`config.mk`:
```
export PLATFORM = sky130hd
export DESIGN_NAME = imu_frame_sync_checksum_parser_core
export DESIGN_NICKNAME = d
export VERILOG_FILES = /design/src/rtl/imu_fsc_pkg.sv /design/src/rtl/imu_frame_sync_checksum_parser_core.sv /design/src/rtl/imu_fsc_store.sv /design/src/rtl/imu_fsc_parser.sv /design/src/rtl/imu_fsc_emit.sv
export SDC_FILE = /design/constraint.sdc
export NUM_CORES = 1
export LEC_CHECK = 0
export BUFFER_PORTS_ARGS = -buffer_cell sky130_fd_sc_hd__buf_2
export CELL_PAD_IN_SITES_DETAIL_PLACEMENT = 1
export CELL_PAD_IN_SITES_GLOBAL_PLACEMENT = 1
export CORE_UTILIZATION = 25
export CTS_CLUSTER_SIZE = 16
export DETAILED_ROUTE_END_ITERATION = 10
export PLACE_DENSITY = 0.4
export SKIP_CTS_REPAIR_TIMING = 1
export SYNTH_ARGS = -nofsm -noshare
export SYNTH_HDL_FRONTEND = slang
export SYNTH_HIERARCHICAL = 1
export SYNTH_SLANG_ARGS = --single-unit
```
`constraint.sdc`:
```
create_clock -name clk_i -period 3.8 [get_ports clk_i]
set_clock_uncertainty 0.05 [all_clocks]
set_input_delay 0.19 -clock clk_i [delete_from_list [all_inputs] [get_ports clk_i]]
set_output_delay 0.19 -clock clk_i [all_outputs]
set_load 0.05 [all_outputs]
```
`src/rtl/imu_fsc_pkg.sv`:
```
// ----------------------------------------------------------------------------
// IMU frame parser package
// Shared constants, types and the field-to-word map of the frame parser.
// ----------------------------------------------------------------------------
package imu_fsc_pkg;

  localparam int unsigned FRAME_BYTES = 68;
  localparam int unsigned WORD_COUNT  = 33;
  localparam int unsigned MEM_WORDS   = (FRAME_BYTES + 3) / 4;
  localparam int unsigned MEM_AW      = $clog2(MEM_WORDS);
  localparam int unsigned POS_W       = 7;

  localparam logic [POS_W-1:0] POS_HUNT      = 7'd0;
  localparam logic [POS_W-1:0] POS_SYNC      = 7'd1;
  localparam logic [POS_W-1:0] POS_SUM_END   = 7'(2 * WORD_COUNT);
  localparam logic [POS_W-1:0] POS_CHECK_HI  = 7'd66;
  localparam logic [POS_W-1:0] POS_CHECK_LO  = 7'd67;
  localparam logic [POS_W-1:0] POS_FRAME_END = 7'(FRAME_BYTES);

  localparam logic [7:0] SYNC_FIRST_RST  = 8'h55;
  localparam logic [7:0] SYNC_SECOND_RST = 8'hAA;

  localparam logic CFG_SYNC_FIRST  = 1'b0;
  localparam logic CFG_SYNC_SECOND = 1'b1;

  localparam logic [3:0] FIELD_MSG_COUNT   = 4'd0;
  localparam logic [3:0] FIELD_LAST_RATE   = 4'd6;
  localparam logic [3:0] FIELD_LAST_DELTA  = 4'd13;
  localparam logic [3:0] FIELD_START_FLAGS = 4'd14;
  localparam logic [3:0] FIELD_OP_FLAGS    = 4'd15;

  typedef struct packed {
    logic              en;
    logic [MEM_AW-1:0] addr;
    logic [1:0]        lane;
    logic [7:0]        data;
  } wr_t;

  typedef struct packed {
    logic              en;
    logic [MEM_AW-1:0] addr;
  } rd_t;

  // Word of the frame store that holds a given output field.
  function automatic logic [MEM_AW-1:0] field_word(input logic [3:0] idx);
    logic [MEM_AW-1:0] w;
    if (idx == FIELD_MSG_COUNT) begin
      w = '0;
    end else if (idx <= FIELD_LAST_RATE) begin
      w = MEM_AW'(idx);
    end else if (idx <= FIELD_LAST_DELTA) begin
      w = MEM_AW'(idx) + MEM_AW'(1);
    end else begin
      w = MEM_AW'(4'd15);
    end
    return w;
  endfunction

endpackage

```
`src/rtl/imu_frame_sync_checksum_parser_core.sv`:
```
// ----------------------------------------------------------------------------
// IMU frame sync and checksum parser
// Hunts for a two-byte sync pair, collects a 68-byte frame and emits its
// sixteen fields when the checksum matches.
// ----------------------------------------------------------------------------
// The parser takes one received byte per cycle while it hunts or collects a
// frame; each frame byte is written into a 17-word frame memory in the same
// cycle. When the last byte of a frame with a good checksum arrives, the
// single read port of that memory fetches one field per cycle, so the sixteen
// results leave at one per cycle under no back-pressure, and input stays
// stalled while the read port is busy. A bad frame does not stall the input.
module imu_frame_sync_checksum_parser_core (
  input  logic        clk_i,
  input  logic        rst_ni,
  input  logic        cfg_we_i,
  input  logic        cfg_index_i,
  input  logic [7:0]  cfg_data_i,
  input  logic        in_valid_i,
  output logic        in_ready_o,
  input  logic [7:0]  rx_byte_i,
  output logic        out_valid_o,
  input  logic        out_ready_i,
  output logic [3:0]  field_index_o,
  output logic [31:0] field_value_o,
  output logic        last_field_o
);
  import imu_fsc_pkg::*;

  wr_t         wr;
  rd_t         rd;
  logic [31:0] rd_data;
  logic        frame_ok;
  logic        busy;
  logic        accept;

  assign in_ready_o = !busy;
  assign accept     = in_valid_i && in_ready_o;

  imu_fsc_parser u_parser (
    .clk_i       (clk_i),
    .rst_ni      (rst_ni),
    .cfg_we_i    (cfg_we_i),
    .cfg_index_i (cfg_index_i),
    .cfg_data_i  (cfg_data_i),
    .accept_i    (accept),
    .rx_byte_i   (rx_byte_i),
    .wr_o        (wr),
    .frame_ok_o  (frame_ok)
  );

  imu_fsc_store u_store (
    .clk_i     (clk_i),
    .wr_i      (wr),
    .rd_i      (rd),
    .rd_data_o (rd_data)
  );

  imu_fsc_emit u_emit (
    .clk_i         (clk_i),
    .rst_ni        (rst_ni),
    .start_i       (frame_ok),
    .rd_data_i     (rd_data),
    .rd_o          (rd),
    .busy_o        (busy),
    .out_valid_o   (out_valid_o),
    .out_ready_i   (out_ready_i),
    .field_index_o (field_index_o),
    .field_value_o (field_value_o),
    .last_field_o  (last_field_o)
  );

`ifndef NO_ASSERTIONS
  a_start_stalls_input: assert property (@(posedge clk_i) disable iff (!rst_ni)
    frame_ok |=> !in_ready_o)
    else $error("Input was not stalled after a good frame.");

  a_first_field_zero: assert property (@(posedge clk_i) disable iff (!rst_ni)
    $rose(out_valid_o) |-> field_index_o == FIELD_MSG_COUNT)
    else $error("A frame did not start with the message count field.");

  a_last_ends_frame: assert property (@(posedge clk_i) disable iff (!rst_ni)
    out_valid_o && out_ready_i && last_field_o |=> !out_valid_o)
    else $error("A result followed the last field of a frame.");

  a_no_write_while_reading: assert property (@(posedge clk_i) disable iff (!rst_ni)
    rd.en |-> !wr.en)
    else $error("Frame store written while fields were being read.");
`endif

endmodule

```
`src/rtl/imu_fsc_store.sv`:
```
// ----------------------------------------------------------------------------
// IMU frame store
// Word-wide frame memory with byte-lane writes and a registered read port.
// ----------------------------------------------------------------------------
module imu_fsc_store (
  input  logic              clk_i,
  input  imu_fsc_pkg::wr_t  wr_i,
  input  imu_fsc_pkg::rd_t  rd_i,
  output logic [31:0]       rd_data_o
);
  import imu_fsc_pkg::*;

  logic [3:0][7:0] mem_q [MEM_WORDS];
  logic [31:0]     rd_data_q;

  always_ff @(posedge clk_i) begin
    if (wr_i.en) begin
      mem_q[wr_i.addr][2'd3 - wr_i.lane] <= wr_i.data;
    end
  end

  always_ff @(posedge clk_i) begin
    if (rd_i.en) begin
      rd_data_q <= mem_q[rd_i.addr];
    end
  end

  assign rd_data_o = rd_data_q;

endmodule

```
`src/rtl/imu_fsc_parser.sv`:
```
// ----------------------------------------------------------------------------
// IMU frame parser front end
// Sync hunt, byte collection into the frame store and checksum check.
// ----------------------------------------------------------------------------
module imu_fsc_parser (
  input  logic              clk_i,
  input  logic              rst_ni,
  input  logic              cfg_we_i,
  input  logic              cfg_index_i,
  input  logic [7:0]        cfg_data_i,
  input  logic              accept_i,
  input  logic [7:0]        rx_byte_i,
  output imu_fsc_pkg::wr_t  wr_o,
  output logic              frame_ok_o
);
  import imu_fsc_pkg::*;

  logic [7:0]       sync_first_q, sync_second_q;
  logic [POS_W-1:0] pos_q, pos_d;
  logic [15:0]      sum_q, sum_d;
  logic [7:0]       check_hi_q;
  logic [15:0]      term;
  logic [15:0]      expect_sum;
  logic             frame_ok;

  assign term       = pos_q[0] ? {8'h00, rx_byte_i} : {rx_byte_i, 8'h00};
  assign expect_sum = (~sum_q) + 16'd1;

  always_comb begin
    pos_d    = pos_q;
    sum_d    = sum_q;
    frame_ok = 1'b0;
    wr_o     = '0;
    wr_o.addr = pos_q[POS_W-1:2];
    wr_o.lane = pos_q[1:0];
    wr_o.data = rx_byte_i;
    if (accept_i) begin
      if (pos_q == POS_HUNT) begin
        if (rx_byte_i == sync_first_q) begin
          wr_o.en = 1'b1;
          sum_d   = term;
          pos_d   = POS_SYNC;
        end
      end else if (pos_q == POS_SYNC) begin
        if (rx_byte_i == sync_second_q) begin
          wr_o.en = 1'b1;
          sum_d   = sum_q + term;
          pos_d   = pos_q + 7'd1;
        end else begin
          sum_d = '0;
          pos_d = POS_HUNT;
        end
      end else if (pos_q >= POS_FRAME_END) begin
        sum_d = '0;
        pos_d = POS_HUNT;
      end else begin
        wr_o.en = 1'b1;
        if (pos_q < POS_SUM_END) begin
          sum_d = sum_q + term;
        end
        if (pos_q == POS_CHECK_LO) begin
          frame_ok = (expect_sum == {check_hi_q, rx_byte_i});
          sum_d    = '0;
          pos_d    = POS_HUNT;
        end else begin
          pos_d = pos_q + 7'd1;
        end
      end
    end
  end

  assign frame_ok_o = frame_ok;

  always_ff @(posedge clk_i or negedge rst_ni) begin
    if (!rst_ni) begin
      sync_first_q  <= SYNC_FIRST_RST;
      sync_second_q <= SYNC_SECOND_RST;
      pos_q         <= POS_HUNT;
      sum_q         <= '0;
    end else begin
      if (cfg_we_i) begin
        if (cfg_index_i == CFG_SYNC_FIRST) begin
          sync_first_q <= cfg_data_i;
        end else begin
          sync_second_q <= cfg_data_i;
        end
      end
      pos_q <= pos_d;
      sum_q <= sum_d;
    end
  end

  always_ff @(posedge clk_i) begin
    if (accept_i && pos_q == POS_CHECK_HI) begin
      check_hi_q <= rx_byte_i;
    end
  end

endmodule

```
`src/rtl/imu_fsc_emit.sv`:
```
// ----------------------------------------------------------------------------
// IMU frame field emitter
// Reads the sixteen fields of a good frame from the store, one per request.
// ----------------------------------------------------------------------------
module imu_fsc_emit (
  input  logic              clk_i,
  input  logic              rst_ni,
  input  logic              start_i,
  input  logic [31:0]       rd_data_i,
  output imu_fsc_pkg::rd_t  rd_o,
  output logic              busy_o,
  output logic              out_valid_o,
  input  logic              out_ready_i,
  output logic [3:0]        field_index_o,
  output logic [31:0]       field_value_o,
  output logic              last_field_o
);
  import imu_fsc_pkg::*;

  logic       busy_q;
  logic [3:0] cnt_q;
  logic       valid_q;
  logic [3:0] idx_q;
  logic       last_q;
  logic       advance;

  assign advance   = !valid_q || out_ready_i;
  assign rd_o.en   = busy_q && advance;
  assign rd_o.addr = field_word(cnt_q);

  always_ff @(posedge clk_i or negedge rst_ni) begin
    if (!rst_ni) begin
      busy_q  <= 1'b0;
      cnt_q   <= '0;
      valid_q <= 1'b0;
      idx_q   <= '0;
      last_q  <= 1'b0;
    end else begin
      if (start_i) begin
        busy_q <= 1'b1;
        cnt_q  <= '0;
      end
      if (advance) begin
        if (busy_q) begin
          valid_q <= 1'b1;
          idx_q   <= cnt_q;
          last_q  <= (cnt_q == FIELD_OP_FLAGS);
          cnt_q   <= cnt_q + 4'd1;
          if (cnt_q == FIELD_OP_FLAGS) begin
            busy_q <= 1'b0;
          end
        end else begin
          valid_q <= 1'b0;
        end
      end
    end
  end

  always_comb begin
    case (idx_q)
      FIELD_MSG_COUNT:   field_value_o = {16'h0000, rd_data_i[15:0]};
      FIELD_START_FLAGS: field_value_o = {16'h0000, rd_data_i[31:16]};
      FIELD_OP_FLAGS:    field_value_o = {16'h0000, rd_data_i[15:0]};
      default:           field_value_o = rd_data_i;
    endcase
  end

  assign busy_o        = busy_q;
  assign out_valid_o   = valid_q;
  assign field_index_o = idx_q;
  assign last_field_o  = last_q;

endmodule

```
# Word level (Yosys, flattened, before mapping)
# Memories as Yosys holds them, arrays and structs flattened. A register that Yosys moved wholly into a read port is not among the register bits.
# Cells that the tools add are included.
[word_totals]
input_bits = 22
wordCells = 93
output_inout_bits = 39
mem_bits_rw = 544
regBits = 58
memories = 1
[classes]
n_reduce_logical = 17
n_bitwise = 2
magnitude_cmp = 6
addsub = 6
eq_ne = 10
n_mux = 41
[memory_table]
columns = ["memory", "depth", "word_bits", "read_ports", "rd_ports_with_merged_regs", "wr", "line", "source"]
rows = [
  ["u_store.mem_q", 17, 32, 1, 1, 1, "imu_fsc_store.sv:13", "logic [3:0][7:0] mem_q [MEM_WORDS];"],
]
[op_table]
columns = ["cell", "count"]
rows = [
  ["$mux 16", 8],
  ["$pmux 32 s2", 1],
  ["$mux 7", 6],
  ["$mux 32", 1],
  ["$mux 1", 17],
  ["$add 16x1->16 const B", 1],
  ["$add 16x16->16", 1],
  ["$demux 8 s2", 1],
  ["$eq 16x16->1", 1],
  ["$eq 8x8->1", 2],
  ["$not 16->16", 1],
  ["$mux 5", 3],
  ["$eq 7x7->1 const B", 2],
  ["$eq 4x4->1 const B", 3],
  ["$mux 4", 3],
  ["$logic_not 4->1", 2],
  ["$mux 8", 1],
  ["$reduce_and 2->1", 4],
  ["$add 7x1->7 const B", 1],
  ["$eq 7x1->1 const B", 1],
  ["$ge 7x7->1 const B", 1],
  ["$logic_not 7->1", 1],
  ["$lt 7x7->1 const B", 1],
  ["$add 4x1->5 const B", 1],
  ["14 further kinds", 18],
]

# Longest topological paths before layout
[depth]
word_depth = 12
ltp_mapped = 13

# Hierarchy
# Netlist, hierarchy kept.
[modules_own_cells]
columns = ["mod", "area_per_inst_um2", "cells_per_inst", "seq_area_each_um2", "n_inst"]
rows = [
  ["imu_fsc_store", 22203.8, 986, 17296.6, 1],
  ["imu_fsc_parser", 3659.8, 405, 1226.2, 1],
  ["imu_fsc_emit", 993.5, 106, 275.3, 1],
  ["imu_frame_sync_checksum_parser_core", 10.0, 2, 0.0, 1],
]

# Least setup slack after synthesis
# Ideal clock, no wire load.
[synth_path]
path_kind = "reg-to-reg"
startpoint = "register u_parser.pos_q[3]"
endpoint = "memory u_store/mem_q[10][24] (netlist name) (enable)"
t_arrival_ns = 3.011
synth_period_minus_slack_ns = 3.431
setup_ns = 0.370
stages_incl_launch_ff = 11
n_path_buf = 3
setup_slack_ns = 0.369
cell_sequence = "dfrtp_1 > or4_1 > buf_6 > nor4_4 > and2_4 > nand2_1 > a21oi_1 > or3b_1 > clkbuf_1 > clkbuf_1 > nor2_1"
[synth_rtl]
columns = ["item", "line", "source"]
rows = [
  ["start, declared", "imu_fsc_parser.sv:19", "logic [POS_W-1:0] pos_q, pos_d;"],
  ["start signal, assigned", "imu_fsc_parser.sv:88", "pos_q <= pos_d;"],
  ["end, declared", "imu_fsc_store.sv:13", ""],
]

==> flow_summary.toml <==
[worst_setup_path]
startpoint_type = "flip-flop"
r2r_setup_slack_ns = 0.46
cp.arrival_ns = 3.61
crit_required_ns = 4.07
cp_max_fo = 17
cp-end-kind = "flip-flop"
timing_worst_setup_path_type = "flip-flop to flip-flop"

[clock_network]
cts_buffers = 77
cts.reportedPaths.clkPinSlew_ns = 0.06
cts_max_level = 3
cts_sinks = 634
cts_tree = "done"
max-clock-path-buffers = 3
cts_root_buffer = "clkbuf_16"
worstSkewPairLatency_ns = 0.63

[route]
dr.first_iter.drc_count = 1054
wl_met2_um = 39500
wire_per_inst_um = 25.4
drc = 0
via_per_inst = 4.64
drtPass1Iterations = 4
wl_met3_um = 2370
ant_nets = 0
routed_wl_um = 80000
highest_layer = "met5"
met1_length_um = 36700
route.vias.total = 14588

[final_layout]
fin_util = 0.305
syn2layout_area_growth_pct = 20.1
finalInstanceArea_um2 = 32300
layout.cells.non_filler = 3147
nets = 1740
drive_gt1_frac = 0.290

[floorplan]
die_w_um = 330
placeableCoreArea_um2 = 106000
io_pins = 61
dieArea_um2 = 109000
initial_core_util = 0.254
rows = 119
die_h_um = 330

[timing]
fin_crit_sh = 0.879
hold_slack_ns = 0.0555
rsz0062_at_grt = "false"
worst_pin_slew_ns = 0.895
setup_ws_ns = 0.459
tns_ns = 0
hold_viol_final = 0
fmax_mhz = 299
max_slew_margin = 0.403
maxSlewViolCount = 0
period_needed_ns = 3.34
setup_viol = 0

[grt]
grt-ovfl-total = 0
grtUsageTotal = 0.149
first_global_vias = 15800
grt_pass1_wl_um = 116000
grt_max_degree = 74
antenna_found_initial = 5

[logic_synthesis]
syn-cell-area_um2 = 26900
synth_simple_gate_area_share = 0.0581
synth-compound-area-share = 0.0538
syn_inst = 1499
synthXorXnorAreaFrac = 0.0153
synth-seq-area-share = 0.700
ys_warn_count = 6
synth_top_family_by_area = "multiplexers"
synth_fa_ha_area_frac = 0.0119
synth_ff_type = "edfxtp_1"
synth_edf_count = 584
synth_cell_type_count = 73
synthMuxAreaShare = 0.136
async_flop_share = 0.0789
syn_nets = 1546
postSynthAreaPerCell_um2 = 17.9
ys_seq_elements = 634

[worst_hold_path]
hp-class = "input port to flip-flop"

[run]
drv_cap = 0

[placed_design]
place_area_um2 = 29700
dp_slack_ns = 0.468
routabilityCongestion = 0.721
place_inst = 2991
port-buffer-count = 60
hpwl_um = 51300

[pwr]
ir_drop_v = 0.000266
total_power_mw = 17.7
p_per_area_nw_per_um2 = 549
p_leak_nw = 11.1

[run_status]
status = "finished, final reports clean"
## sequential cells by signal, summed over array words and instances (netlist names)
| register | count |
|---|---|
| u_parser/pos_q | 7 |
| u_parser/sync_second_q | 8 |
| u_parser/sync_first_q | 8 |
| u_parser/sum_q | 16 |
| u_parser/check_hi_q | 8 |
| u_store/rd_data_o | 32 |
| u_emit/cnt_q | 4 |
| u_emit/out_valid_o | 1 |
| u_emit/field_index_o | 4 |
| u_emit/last_field_o | 1 |
| u_emit/busy_o | 1 |
| u_store/mem_q | 544 |
## report_power, final
part	internal, mW	leakage (nW)	total, mW	switching [mW]
combinational	0.946	4.06	2.46	1.52
clock	4.12	1.18	7.03	2.92
sequential	7.96	5.83	8.21	0.248
## area by class of cell
cell class / instances / area [um2]
clock buffer: 99 / 2060
antenna: 5 / 12.5
tap: 1391 / 1740
clock inverter: 38 / 352
inverter: 16 / 60.1
sequential: 634 / 18800
timing repair buffer: 200 / 1820
fill: 10805 / 73600
multi-input combinational: 764 / 7430
## worst max-delay path, stage by stage (launching register included)
cell and delay [ns]:
dfrtp_1 0.38, or4_1 0.61, nor4_4 0.32, and2_4 0.19, nand2_1 0.05, a21oi_1 0.16, buf_4 0.15, or3b_1 0.69
nor2_1 0.23, buf_4 0.20
## Yosys cell counts (all sizes together) (3+ instances only)
cell      n  area (um2)
and3      3        20.0
nor4     14         103
ha       24         300
nand2    45         171
a21o      8        60.1
o22ai    35         282
a22oi    11        87.6
xor2     30         263
dfstp     8         210
and2     27         171
nand3b    5        37.5
nor2    134         503
mux2     34         383
a221oi   32         437
a21oi    37         185
nor3b     6        45.0
a31oi     6        37.5
clkbuf   33         124
inv      16        60.1
dfrtp    42        1050
o21ai    26         130
a211oi    6        45.0
buf      52         494
nand4     4        25.0
nand3    17        85.1
or4       4        30.0
xnor2    17         149
nand2b    9        56.3
o31ai     4        30.0
edfxtp  584       17500
nor2b    21         131
mux2i    36         360
o211ai    3        22.5
nor3      9        45.0
mux4    128        2910
## cell families after synthesis
logic type      Yosys count
xor+xnor                 47
flops                   634
compound gates          183
simple gates            311
fa+ha+maj                25
mux                     198
buf+inv                 101
## layer usage
layer  vias to the layer above  track usage
li1                       6413            -
met1                      7876        0.202
met2                       208        0.252
met3                        89       0.0228
met4                         2       0.0345
met5                         -            0
## path summary, 6_finish.rpt
path,start,depth (start not counted),endpoint
worst max-delay path,u_parser/pos_q[3],9,u_store/mem_q[7][26]
worst min-delay path,cfg_index_i,3,u_parser/sync_first_q[5]
worst max register to register,u_parser/pos_q[3],9,u_store/mem_q[7][26]
worst min register to register,u_emit/last_field_o,2,u_emit/last_field_o
max in group asynchronous,rst_ni,3,u_emit/cnt_q[1]
min in group asynchronous,rst_ni,3,u_parser/pos_q[0]
## placed cells by master, fill, tap and decap left out, types with 19 or more instances in the layout
master,n
o21ai_0,26
mux4_2,121
and2_1,26
mux2i_1,36
a221oi_2,25
mux2_2,34
o22ai_1,25
ha_1,24
dfrtp_1,42
buf_12,33
xor2_1,30
nor2b_1,20
clkbuf_16,79
buf_4,101
a21oi_1,37
nor2_1,133
edfxtp_1,584
clkbuf_1,19
nand2_1,44
buf_2,52
No activity file was read; power rests on OpenSTA's default activity.
